<file path="config.mk">
export PLATFORM = sky130hd
export DESIGN_NAME = stream_metadata_field_parser_flat
export DESIGN_NICKNAME = d
export VERILOG_FILES = /design/src/sv/smfp_pkg.sv /design/src/sv/smfp_if.sv /design/src/sv/smfp_front.sv /design/src/sv/smfp_queue.sv /design/src/sv/smfp_back.sv /design/src/sv/stream_metadata_field_parser.sv /design/src/flat_wrapper.sv
export VERILOG_INCLUDE_DIRS = /design/src /design/src/sv
export SDC_FILE = /design/constraint.sdc
export NUM_CORES = 1
export LEC_CHECK = 0
export ABC_CLOCK_PERIOD_IN_PS = 5070
export BUFFER_PORTS_ARGS = -buffer_cell sky130_fd_sc_hd__buf_2
export CORE_AREA = 2 2 135 137
export CTS_BUF_LIST = sky130_fd_sc_hd__clkbuf_4
export DETAILED_ROUTE_END_ITERATION = 6
export DIE_AREA = 0 0 137 139
export SYNTH_ARGS = -nofsm -noshare
export SYNTH_HDL_FRONTEND = slang
export SYNTH_SLANG_ARGS = --single-unit
</file>
<file path="constraint.sdc">
create_clock -name clk_i -period 5.07 [get_ports clk_i]
set_input_delay 1.014 -clock clk_i [delete_from_list [all_inputs] [get_ports clk_i]]
set_output_delay 1.014 -clock clk_i [all_outputs]
set_load 0.005 [all_outputs]
</file>
<file path="src/sv/stream_metadata_field_parser_assert.svh">
// Assertion macros for the stream metadata field parser.
`ifndef STREAM_METADATA_FIELD_PARSER_ASSERT_SVH
`define STREAM_METADATA_FIELD_PARSER_ASSERT_SVH

`ifndef SYNTH

// Clocked check, masked while reset is asserted.
`define SMFP_ASSERT(name, prop) \
  name: assert property (@(posedge clk_i) disable iff (!rst_ni) prop) \
    else $error("smfp assertion failed");

// Clocked check that also holds during reset.
`define SMFP_ASSERT_ALWAYS(name, prop) \
  name: assert property (@(posedge clk_i) prop) \
    else $error("smfp assertion failed");

`else

`define SMFP_ASSERT(name, prop)
`define SMFP_ASSERT_ALWAYS(name, prop)

`endif

`endif

</file>
<file path="src/sv/smfp_pkg.sv">
// Types and constants shared by the stream metadata field parser.
package smfp_pkg;

  localparam int MaxRes = 4;                 // results per input byte, at most
  localparam int CntW   = $clog2(MaxRes + 1);
  localparam int IdxW   = $clog2(MaxRes);
  localparam int QDepth = 4;                 // front-to-back queue entries
  localparam int QPtrW  = $clog2(QDepth);
  localparam int QCntW  = $clog2(QDepth + 1);

  localparam logic [7:0] ChSquote = 8'h27;
  localparam logic [7:0] ChDquote = 8'h22;
  localparam logic [7:0] ChSemi   = 8'h3B;
  localparam logic [7:0] ChEq     = 8'h3D;
  localparam logic [7:0] ChPlus   = 8'h2B;

  typedef enum logic [1:0] {
    KIND_KEY   = 2'd0,
    KIND_VALUE = 2'd1,
    KIND_END   = 2'd2,
    KIND_ERROR = 2'd3
  } item_kind_e;

  typedef enum logic [2:0] {
    PH_KEY_START  = 3'd0,
    PH_KEY        = 3'd1,
    PH_WAIT_QUOTE = 3'd2,
    PH_VALUE      = 3'd3,
    PH_QUOTE_HELD = 3'd4,
    PH_SEMI_HELD  = 3'd5,
    PH_DISCARD    = 3'd6
  } phase_e;

  typedef struct packed {
    item_kind_e kind;
    logic [7:0] data;
  } slot_t;

  // All results caused by one input byte.
  typedef struct packed {
    slot_t [MaxRes-1:0] slots;
    logic [CntW-1:0]    count;
    logic               last;   // byte closed the block
  } entry_t;

  typedef struct packed {
    logic empty;
    logic full;
  } q_status_t;

endpackage

</file>
<file path="src/sv/smfp_if.sv">
// Stream channel interfaces for input bytes and parse results.
interface smfp_in_if;
  logic       valid;
  logic       ready;
  logic [7:0] data_byte;
  logic       block_last;

  modport source (output valid, output data_byte, output block_last, input ready);
  modport sink   (input valid, input data_byte, input block_last, output ready);
endinterface

interface smfp_out_if;
  logic       valid;
  logic       ready;
  logic [1:0] item_kind;
  logic [7:0] out_byte;
  logic       block_done;
  logic       run_last;

  modport source (output valid, output item_kind, output out_byte, output block_done,
                  output run_last, input ready);
  modport sink   (input valid, input item_kind, input out_byte, input block_done,
                  input run_last, output ready);
endinterface

</file>
<file path="src/sv/smfp_front.sv">
// Front end: accepts bytes, runs the parse state machine, builds result entries.
module smfp_front import smfp_pkg::*; (
  input  logic       clk_i,
  input  logic       rst_ni,
  input  logic       in_valid_i,
  input  logic [7:0] data_byte_i,
  input  logic       block_last_i,
  input  q_status_t  q_status_i,
  output logic       in_ready_o,
  output logic       push_o,
  output entry_t     entry_o
);

  phase_e     phase_q, phase_d, hphase;
  logic       dq_q, dq_d, dq_h;
  logic       accept;
  logic       is_letter, is_quote, is_close, is_semi, is_eq, is_plus;
  logic [7:0] close_ch;
  logic [CntW-1:0] n;
  entry_t     ent;

  assign in_ready_o = !q_status_i.full;
  assign accept     = in_valid_i && in_ready_o;

  assign close_ch  = dq_q ? ChDquote : ChSquote;
  assign is_letter = data_byte_i inside {[8'h41:8'h5A], [8'h61:8'h7A]};
  assign is_quote  = (data_byte_i == ChSquote) || (data_byte_i == ChDquote);
  assign is_close  = (data_byte_i == close_ch);
  assign is_semi   = (data_byte_i == ChSemi);
  assign is_eq     = (data_byte_i == ChEq);
  assign is_plus   = (data_byte_i == ChPlus);

  // Next state. hphase is the phase after the byte, before block end applies.
  always_comb begin
    hphase = PH_DISCARD;
    dq_h   = dq_q;
    case (phase_q)
      PH_KEY_START: hphase = is_letter ? PH_KEY : PH_DISCARD;
      PH_KEY: begin
        if (is_letter) hphase = PH_KEY;
        else if (is_eq) hphase = PH_WAIT_QUOTE;
        else hphase = PH_DISCARD;
      end
      PH_WAIT_QUOTE: begin
        if (is_quote) begin
          hphase = PH_VALUE;
          dq_h   = (data_byte_i == ChDquote);
        end else begin
          hphase = PH_DISCARD;
        end
      end
      PH_VALUE: hphase = is_close ? PH_QUOTE_HELD : PH_VALUE;
      PH_QUOTE_HELD: begin
        if (is_semi) hphase = PH_SEMI_HELD;
        else hphase = is_close ? PH_QUOTE_HELD : PH_VALUE;
      end
      PH_SEMI_HELD: begin
        if (is_letter) hphase = PH_KEY;
        else if (is_plus || is_eq) hphase = PH_DISCARD;
        else hphase = is_close ? PH_QUOTE_HELD : PH_VALUE;
      end
      default: hphase = PH_DISCARD;
    endcase
    phase_d = block_last_i ? PH_KEY_START : hphase;
    dq_d    = block_last_i ? 1'b0 : dq_h;
  end

  // Results for the byte.
  always_comb begin
    ent = '0;
    n   = '0;
    case (phase_q)
      PH_KEY_START: begin
        ent.slots[0] = is_letter ? slot_t'{KIND_KEY, data_byte_i} : slot_t'{KIND_ERROR, 8'h00};
        n = CntW'(1);
      end
      PH_KEY: begin
        if (is_letter) begin
          ent.slots[0] = slot_t'{KIND_KEY, data_byte_i};
          n = CntW'(1);
        end else if (!is_eq) begin
          ent.slots[0] = slot_t'{KIND_ERROR, 8'h00};
          n = CntW'(1);
        end
      end
      PH_WAIT_QUOTE: begin
        if (!is_quote) begin
          ent.slots[0] = slot_t'{KIND_ERROR, 8'h00};
          n = CntW'(1);
        end
      end
      PH_VALUE: begin
        if (!is_close) begin
          ent.slots[0] = slot_t'{KIND_VALUE, data_byte_i};
          n = CntW'(1);
        end
      end
      PH_QUOTE_HELD: begin
        if (!is_semi) begin
          ent.slots[0] = slot_t'{KIND_VALUE, close_ch};
          ent.slots[1] = slot_t'{KIND_VALUE, data_byte_i};
          n = is_close ? CntW'(1) : CntW'(2);
        end
      end
      PH_SEMI_HELD: begin
        if (is_letter) begin
          ent.slots[0] = slot_t'{KIND_END, 8'h00};
          ent.slots[1] = slot_t'{KIND_KEY, data_byte_i};
          n = CntW'(2);
        end else if (is_plus || is_eq) begin
          ent.slots[0] = slot_t'{KIND_END, 8'h00};
          ent.slots[1] = slot_t'{KIND_ERROR, 8'h00};
          n = CntW'(2);
        end else begin
          ent.slots[0] = slot_t'{KIND_VALUE, close_ch};
          ent.slots[1] = slot_t'{KIND_VALUE, ChSemi};
          ent.slots[2] = slot_t'{KIND_VALUE, data_byte_i};
          n = is_close ? CntW'(2) : CntW'(3);
        end
      end
      default: n = '0;
    endcase
    // Block end: a held quote closes the field, anything else unfinished fails.
    if (block_last_i && (phase_q inside {[PH_KEY_START:PH_SEMI_HELD]}) &&
        (hphase != PH_DISCARD)) begin
      ent.slots[n[IdxW-1:0]] = (hphase inside {PH_QUOTE_HELD, PH_SEMI_HELD}) ?
                               slot_t'{KIND_END, 8'h00} : slot_t'{KIND_ERROR, 8'h00};
      n = n + CntW'(1);
    end
    ent.count = n;
    ent.last  = block_last_i;
  end

  assign entry_o = ent;
  assign push_o  = accept && (ent.count != '0);

  always_ff @(posedge clk_i or negedge rst_ni) begin
    if (!rst_ni) begin
      phase_q <= PH_KEY_START;
      dq_q    <= 1'b0;
    end else if (accept) begin
      phase_q <= phase_d;
      dq_q    <= dq_d;
    end
  end

endmodule

</file>
<file path="src/sv/smfp_queue.sv">
// Small FIFO of result entries between front and back.
module smfp_queue import smfp_pkg::*; (
  input  logic      clk_i,
  input  logic      rst_ni,
  input  logic      push_i,
  input  entry_t    entry_i,
  input  logic      pop_i,
  output entry_t    head_o,
  output q_status_t status_o
);

  entry_t             mem_q [QDepth];
  logic [QPtrW-1:0]   wr_q, rd_q;
  logic [QCntW-1:0]   cnt_q;

  assign status_o.empty = (cnt_q == '0);
  assign status_o.full  = (cnt_q == QCntW'(QDepth));
  assign head_o         = mem_q[rd_q];

  always_ff @(posedge clk_i) begin
    if (push_i) mem_q[wr_q] <= entry_i;
  end

  always_ff @(posedge clk_i or negedge rst_ni) begin
    if (!rst_ni) begin
      wr_q  <= '0;
      rd_q  <= '0;
      cnt_q <= '0;
    end else begin
      if (push_i) wr_q <= wr_q + QPtrW'(1);
      if (pop_i)  rd_q <= rd_q + QPtrW'(1);
      case ({push_i, pop_i})
        2'b10:   cnt_q <= cnt_q + QCntW'(1);
        2'b01:   cnt_q <= cnt_q - QCntW'(1);
        default: cnt_q <= cnt_q;
      endcase
    end
  end

endmodule

</file>
<file path="src/sv/smfp_back.sv">
// Back end: walks the results of the head entry, one transfer per cycle while out_ready_i is high.
module smfp_back import smfp_pkg::*; (
  input  logic       clk_i,
  input  logic       rst_ni,
  input  entry_t     head_i,
  input  q_status_t  q_status_i,
  output logic       pop_o,
  output logic       out_valid_o,
  input  logic       out_ready_i,
  output logic [1:0] item_kind_o,
  output logic [7:0] out_byte_o,
  output logic       block_done_o,
  output logic       run_last_o
);

  logic [IdxW-1:0] sub_q, sub_d;
  logic            fire, last_res;
  slot_t           cur;

  assign cur      = head_i.slots[sub_q];
  assign last_res = ((CntW'(sub_q) + CntW'(1)) == head_i.count);
  assign fire     = out_valid_o && out_ready_i;
  assign pop_o    = fire && last_res;

  assign out_valid_o  = !q_status_i.empty;
  assign item_kind_o  = cur.kind;
  assign out_byte_o   = cur.data;
  assign run_last_o   = last_res;
  assign block_done_o = (cur.kind == KIND_ERROR) || (head_i.last && last_res);

  always_comb begin
    sub_d = sub_q;
    if (fire) sub_d = last_res ? '0 : sub_q + IdxW'(1);
  end

  always_ff @(posedge clk_i or negedge rst_ni) begin
    if (!rst_ni) sub_q <= '0;
    else         sub_q <= sub_d;
  end

endmodule

</file>
<file path="src/sv/stream_metadata_field_parser.sv">
// Top level of the stream metadata field parser.
// Parses one metadata block, a byte per transfer on in_i with block_last on the
// final byte, as fields key='value'; or key="value"; and sends key bytes, value
// bytes, field-end marks and at most one error per block on out_o. The front end
// takes a byte in every cycle while its four-entry result queue has room; results
// reach out_o through that registered queue. A byte causes zero to four results;
// the back end sends one result per cycle while out_o is ready, so a byte with k
// results takes k transfers and the sustained input rate is set by the single
// output port. A closing quote and the ';' after it are held inside the state
// machine until the next byte or the block end shows whether they close the value.
// After an error, bytes give no results until block_last, then parsing starts
// over at a key. run_last marks the last result of each byte, block_done the
// result that closes the block.
module stream_metadata_field_parser import smfp_pkg::*; (
  input  logic        clk_i,
  input  logic        rst_ni,
  smfp_in_if.sink     in_i,
  smfp_out_if.source  out_o
);

`include "stream_metadata_field_parser_assert.svh"

  entry_t    entry, head;
  q_status_t q_status;
  logic      push, pop;

  // Front: accept and classify, one byte per transfer.
  smfp_front u_front (
    .clk_i        (clk_i),
    .rst_ni       (rst_ni),
    .in_valid_i   (in_i.valid),
    .data_byte_i  (in_i.data_byte),
    .block_last_i (in_i.block_last),
    .q_status_i   (q_status),
    .in_ready_o   (in_i.ready),
    .push_o       (push),
    .entry_o      (entry)
  );

  // Queue decouples input stalls from output stalls.
  smfp_queue u_queue (
    .clk_i    (clk_i),
    .rst_ni   (rst_ni),
    .push_i   (push),
    .entry_i  (entry),
    .pop_i    (pop),
    .head_o   (head),
    .status_o (q_status)
  );

  // Back: unpack each entry into single-result transfers.
  smfp_back u_back (
    .clk_i        (clk_i),
    .rst_ni       (rst_ni),
    .head_i       (head),
    .q_status_i   (q_status),
    .pop_o        (pop),
    .out_valid_o  (out_o.valid),
    .out_ready_i  (out_o.ready),
    .item_kind_o  (out_o.item_kind),
    .out_byte_o   (out_o.out_byte),
    .block_done_o (out_o.block_done),
    .run_last_o   (out_o.run_last)
  );

  // Queue never written while full.
  `SMFP_ASSERT(a_no_overflow, push |-> !q_status.full)
  // Queue never popped while empty.
  `SMFP_ASSERT(a_no_underflow, pop |-> !q_status.empty)
  // Block-closing result is always the last of its byte.
  `SMFP_ASSERT(a_done_is_last, (out_o.valid && out_o.block_done) |-> out_o.run_last)
  // Errors always close the block.
  `SMFP_ASSERT(a_error_done,
    (out_o.valid && (out_o.item_kind == KIND_ERROR)) |-> out_o.block_done)

endmodule
</file>
<file path="src/flat_wrapper.sv">
// flat-port wrapper written by rule: the top's interface ports become plain ports
module stream_metadata_field_parser_flat import smfp_pkg::*;
  (clk_i, rst_ni, in_i_valid, in_i_data_byte, in_i_block_last, in_i_ready, out_o_valid, out_o_item_kind, out_o_out_byte, out_o_block_done, out_o_run_last, out_o_ready);
  smfp_in_if in_i_i ();
  smfp_out_if out_o_i ();
  input  logic clk_i;
  input  logic rst_ni;
  input wire logic [$bits(in_i_i.valid)-1:0] in_i_valid;
  input wire logic [$bits(in_i_i.data_byte)-1:0] in_i_data_byte;
  input wire logic [$bits(in_i_i.block_last)-1:0] in_i_block_last;
  output wire logic [$bits(in_i_i.ready)-1:0] in_i_ready;
  output wire logic [$bits(out_o_i.valid)-1:0] out_o_valid;
  output wire logic [$bits(out_o_i.item_kind)-1:0] out_o_item_kind;
  output wire logic [$bits(out_o_i.out_byte)-1:0] out_o_out_byte;
  output wire logic [$bits(out_o_i.block_done)-1:0] out_o_block_done;
  output wire logic [$bits(out_o_i.run_last)-1:0] out_o_run_last;
  input wire logic [$bits(out_o_i.ready)-1:0] out_o_ready;
  assign in_i_i.valid = in_i_valid;
  assign in_i_i.data_byte = in_i_data_byte;
  assign in_i_i.block_last = in_i_block_last;
  assign in_i_ready = in_i_i.ready;
  assign out_o_valid = out_o_i.valid;
  assign out_o_item_kind = out_o_i.item_kind;
  assign out_o_out_byte = out_o_i.out_byte;
  assign out_o_block_done = out_o_i.block_done;
  assign out_o_run_last = out_o_i.run_last;
  assign out_o_i.ready = out_o_ready;
  stream_metadata_field_parser u_core (.clk_i(clk_i), .rst_ni(rst_ni), .in_i(in_i_i), .out_o(out_o_i));
endmodule
</file>
==> summary.txt <==
Yosys
  – Mapped Area: 6870 um2
  – Synth Area per Inst: 16.2 um2
  – Number of synthesis warnings: 0
  – Area leader, netlist: edfxtp_1
  – EDFF count, synth: 140
  – Top post-synthesis cells by area: edfxtp_1 (61%), mux4_2 (12%), dfrtp_1 (4.7%)
  – Syn Inst Count: 424
  – Syn nets: 448
  – Yosys top cell area share: 61.2%
  – Post-synth top flop: edfxtp_1
  – Synth cell types: 55
  – FF+latch count, synth: 153
  – Async S/R FF share, synth: 8.50%
  – Register area share after synthesis: 65.9%

Timing
  – Fmax: 239 MHz
  – Crit share post-route: 82.5%
  – Sum Neg Setup Slack: 0 ns
  – Final Skew: 0.0209 ns
  – Final setup violation count: 0
  – Fin. Hold Viols: 0
  – WHS: 0.357 ns
  – Worst-margin pin slew: 0.861 ns
  – Slew Viols, Final: 0
  – Min cycle time layout: 4.18 ns
  – Max_slew headroom: 42.6%
  – RSZ-0062 raised after global routing: no

Clock network
  – Root Driver: clkbuf_4
  – Clock slew at reported path FFs: 0.13 ns
  – H-tree levels: 4
  – Total CTS buffers: 17
  – Clock sinks: 153
  – Post-CTS setup buffer count: 0
  – CTS tree: done
  – Hold-fix buffers, CTS: 0
  – CTS resizes: 0
  – CTS max path bufs: 2
  – Worst skew pair latency: 0.53 ns

Worst setup path
  – Worst Reg-to-Reg Cells: 15
  – Top delay family on crit path: simple AND/OR/NAND/NOR gates
  – Startpoint types: input pin
  – CP Max Fanout: 10
  – Cell seen most often among critical-path stages: inv_1
  – WS Path Type: input pin to flip-flop
  – Levels on crit path: 17
  – CP bufs+invs: 4
  – Slowest CP cell: o221ai_1
  – CP cell instances: buf_2 > or2_1 > nor4_2 > or2_1 > nand3_2 > o221ai_1 > inv_1 > ha_1 > and4b_4 > nor3_4 > inv_1 > ha_1 > inv_1 > fa_1 > xor2_1 > nor2_1 > xor2_1
  – Crit. End Element: flip-flop
  – Worst path required time: 5.51 ns
  – CP arrival: 4.62 ns
  – Critical path's largest stage delay: 0.48 ns

Place
  – Global placement routability congestion: 0.842
  – DP HPWL: 9350 um
  – # port buffers: 26

Drt
  – Routed length per instance: 20.7 um
  – # DRC: 0
  – Post-route ant nets: 0
  – Initial DRC Count: 350
  – Final wirelength: 14500 um
  – DR vias: 3808
  – Number of vias per cell: 5.42
  – 1st-pass router iterations: 4

Global route
  – First-pass GRT wire length: 22600 um
  – Vias in the first global route: 3977
  – GRT overflow: 0
  – Total GRT Usage: 16.2%
  – Initial antenna violation count: 2
  – Largest net degree at the start of global routing: 36

Floorplanning
  – Core Rows: 49
  – Initial Util: 38.9%
  – Core area: 17700 um2
  – Die ar.: 19000 um2
  – Die extent in x: 137 um
  – Ports: 27
  – Die height: 139 um

Flow run
  – Max-cap viol count: 0

Pwr
  – Pwr/cell area: 600 nW/um2
  – Leak: 2.64 nW
  – Peak supply drop: 0.211 mV

Cells and area
  – Ratio of cells with drive above 1 in the final layout: 24.8%
  – Final nets: 483
  – Commonest non-fill, non-tap cell in the layout: edfxtp_1
  – Synth-to-layout area growth: 11.2%
  – Commonest cells after routing, fill and taps aside: edfxtp_1 (140), mux4_2 (37), nand2_1 (28), buf_2 (26), and2_1 (22)

Min path
  – HP Class: input pin to asynchronous set/reset pin

Run status
  – Status: finished, final reports clean
-- power by group --
part / total, W / switching, W / leakage [nW] / internal, W
Clock: 0.000844 / 0.000435 / 0.177 / 0.000410
Sequential: 0.00201 / 0.000178 / 1.47 / 0.00183
Combinational: 0.00173 / 0.000965 / 1.00 / 0.000763
Total: 0.00458 / 0.00158 / 2.64 / 0.00300
-- sequential cells by signal (all words and copies together), names as in the netlist --
signal / flops
u_core.u_back.sub_q: 2
u_core.u_front.dq_q: 1
u_core.u_front.phase_q: 3
u_core.u_queue.cnt_q: 3
u_core.u_queue.mem_q: 140
u_core.u_queue.rd_q: 2
u_core.u_queue.wr_q: 2
-- worst paths after layout --
path | from | end | slack, ns
setup / recovery | in_i_data_byte[4] | u_core.u_queue.cnt_q[2] | 0.89
hold reg to reg | u_core.u_queue.cnt_q[0] | u_core.u_queue.cnt_q[0] | 0.50
max in group asynchronous | rst_ni | u_core.u_queue.rd_q[0] | 4.45
setup reg to reg | u_core.u_front.phase_q[0] | u_core.u_queue.cnt_q[2] | 1.08
min in group clk_i | u_core.u_queue.cnt_q[0] | u_core.u_queue.cnt_q[0] | 0.50
hold / removal | rst_ni | u_core.u_queue.cnt_q[0] | 0.36
-- worst reg2reg max path, stage by stage, from the launching register on --
cell and delay, ns:
dfrtp_1 0.66, inv_1 0.23, nor2_1 0.40, nand3_2 0.30
o221ai_1 0.49, inv_1 0.13, ha_1 0.31, and4b_4 0.22
nor3_4 0.29, inv_1 0.08, ha_1 0.21, inv_1 0.07
fa_1 0.17, xor2_1 0.15, nor2_1 0.07, xor2_1 0.14
-- cells by family (layout without fill, tap and decap cells) --
logic type	count (synthesis)	count (layout)	synth area share, %
compound gates	60	60	5.95
xor+xnor	11	11	1.40
fa+ha+maj	11	11	2.11
buf+inv	39	87	2.31
flops	153	153	65.9
mux	48	48	13.8
other cells	0	1	0
simple gates	102	102	8.50
-- per-layer routing --
layer | up-vias | wire length [um] | GRT usage [%] | share of wire [%]
met5 | - | 0 | 0 | 0
met4 | 0 | 151 | 5.05 | 1.0
met3 | 13 | 531 | 3.69 | 3.7
met2 | 74 | 7580 | 26.9 | 52
met1 | 1997 | 6260 | 21.1 | 43
li1 | 1724 | - | - | -
-- final cells by class --
class / instances / area, um2
Antenna cell: 1 / 2.50
Multi-Input combinational cell: 232 / 2180
Tap cell: 229 / 287
Clock buffer: 19 / 143
Inverter: 18 / 67.6
Sequential cell: 153 / 4530
Timing Repair Buffer: 37 / 238
Clock inverter: 13 / 191
Fill cell: 1612 / 10000
-- synthesized netlist by cell type (2+ instances only) --
cell type  count
a211oi_1       2
a21o_1         3
a21oi_1       16
a22o_1         4
a31oi_1        2
a32oi_1        2
and2_1        22
and3_1         2
buf_1          4
buf_2          4
clkbuf_1      12
dfrtp_1       13
edfxtp_1     140
ha_1          10
inv_1         18
mux2i_1       10
mux4_2        37
nand2_1       28
nand2b_1       5
nand3_1        5
nand3b_1       2
nor2_1        13
nor2b_1        3
nor3_1         3
nor4_2         2
o21ai_0       11
o21bai_1       2
o22ai_1        9
or2_1          2
or3_1          4
xnor2_1        4
xor2_1         7
-- per-stage QoR --
step,utilization (%),setup WS (ns),cells,power (W),area [um2]
2_1_floorplan,-,0.414,424,0.00321,6870
3_3_place_gp,41.4,0.500,669,0.00376,7310
3_5_place_dp,41.4,0.384,669,0.00380,7310
4_1_cts,43.3,0.881,701,0.00465,7640
5_1_grt,43.3,0.654,702,0.00486,7640
6_report,43.3,0.888,702,0.00458,7640
Note: power is estimated with default switching activity, not from simulation.
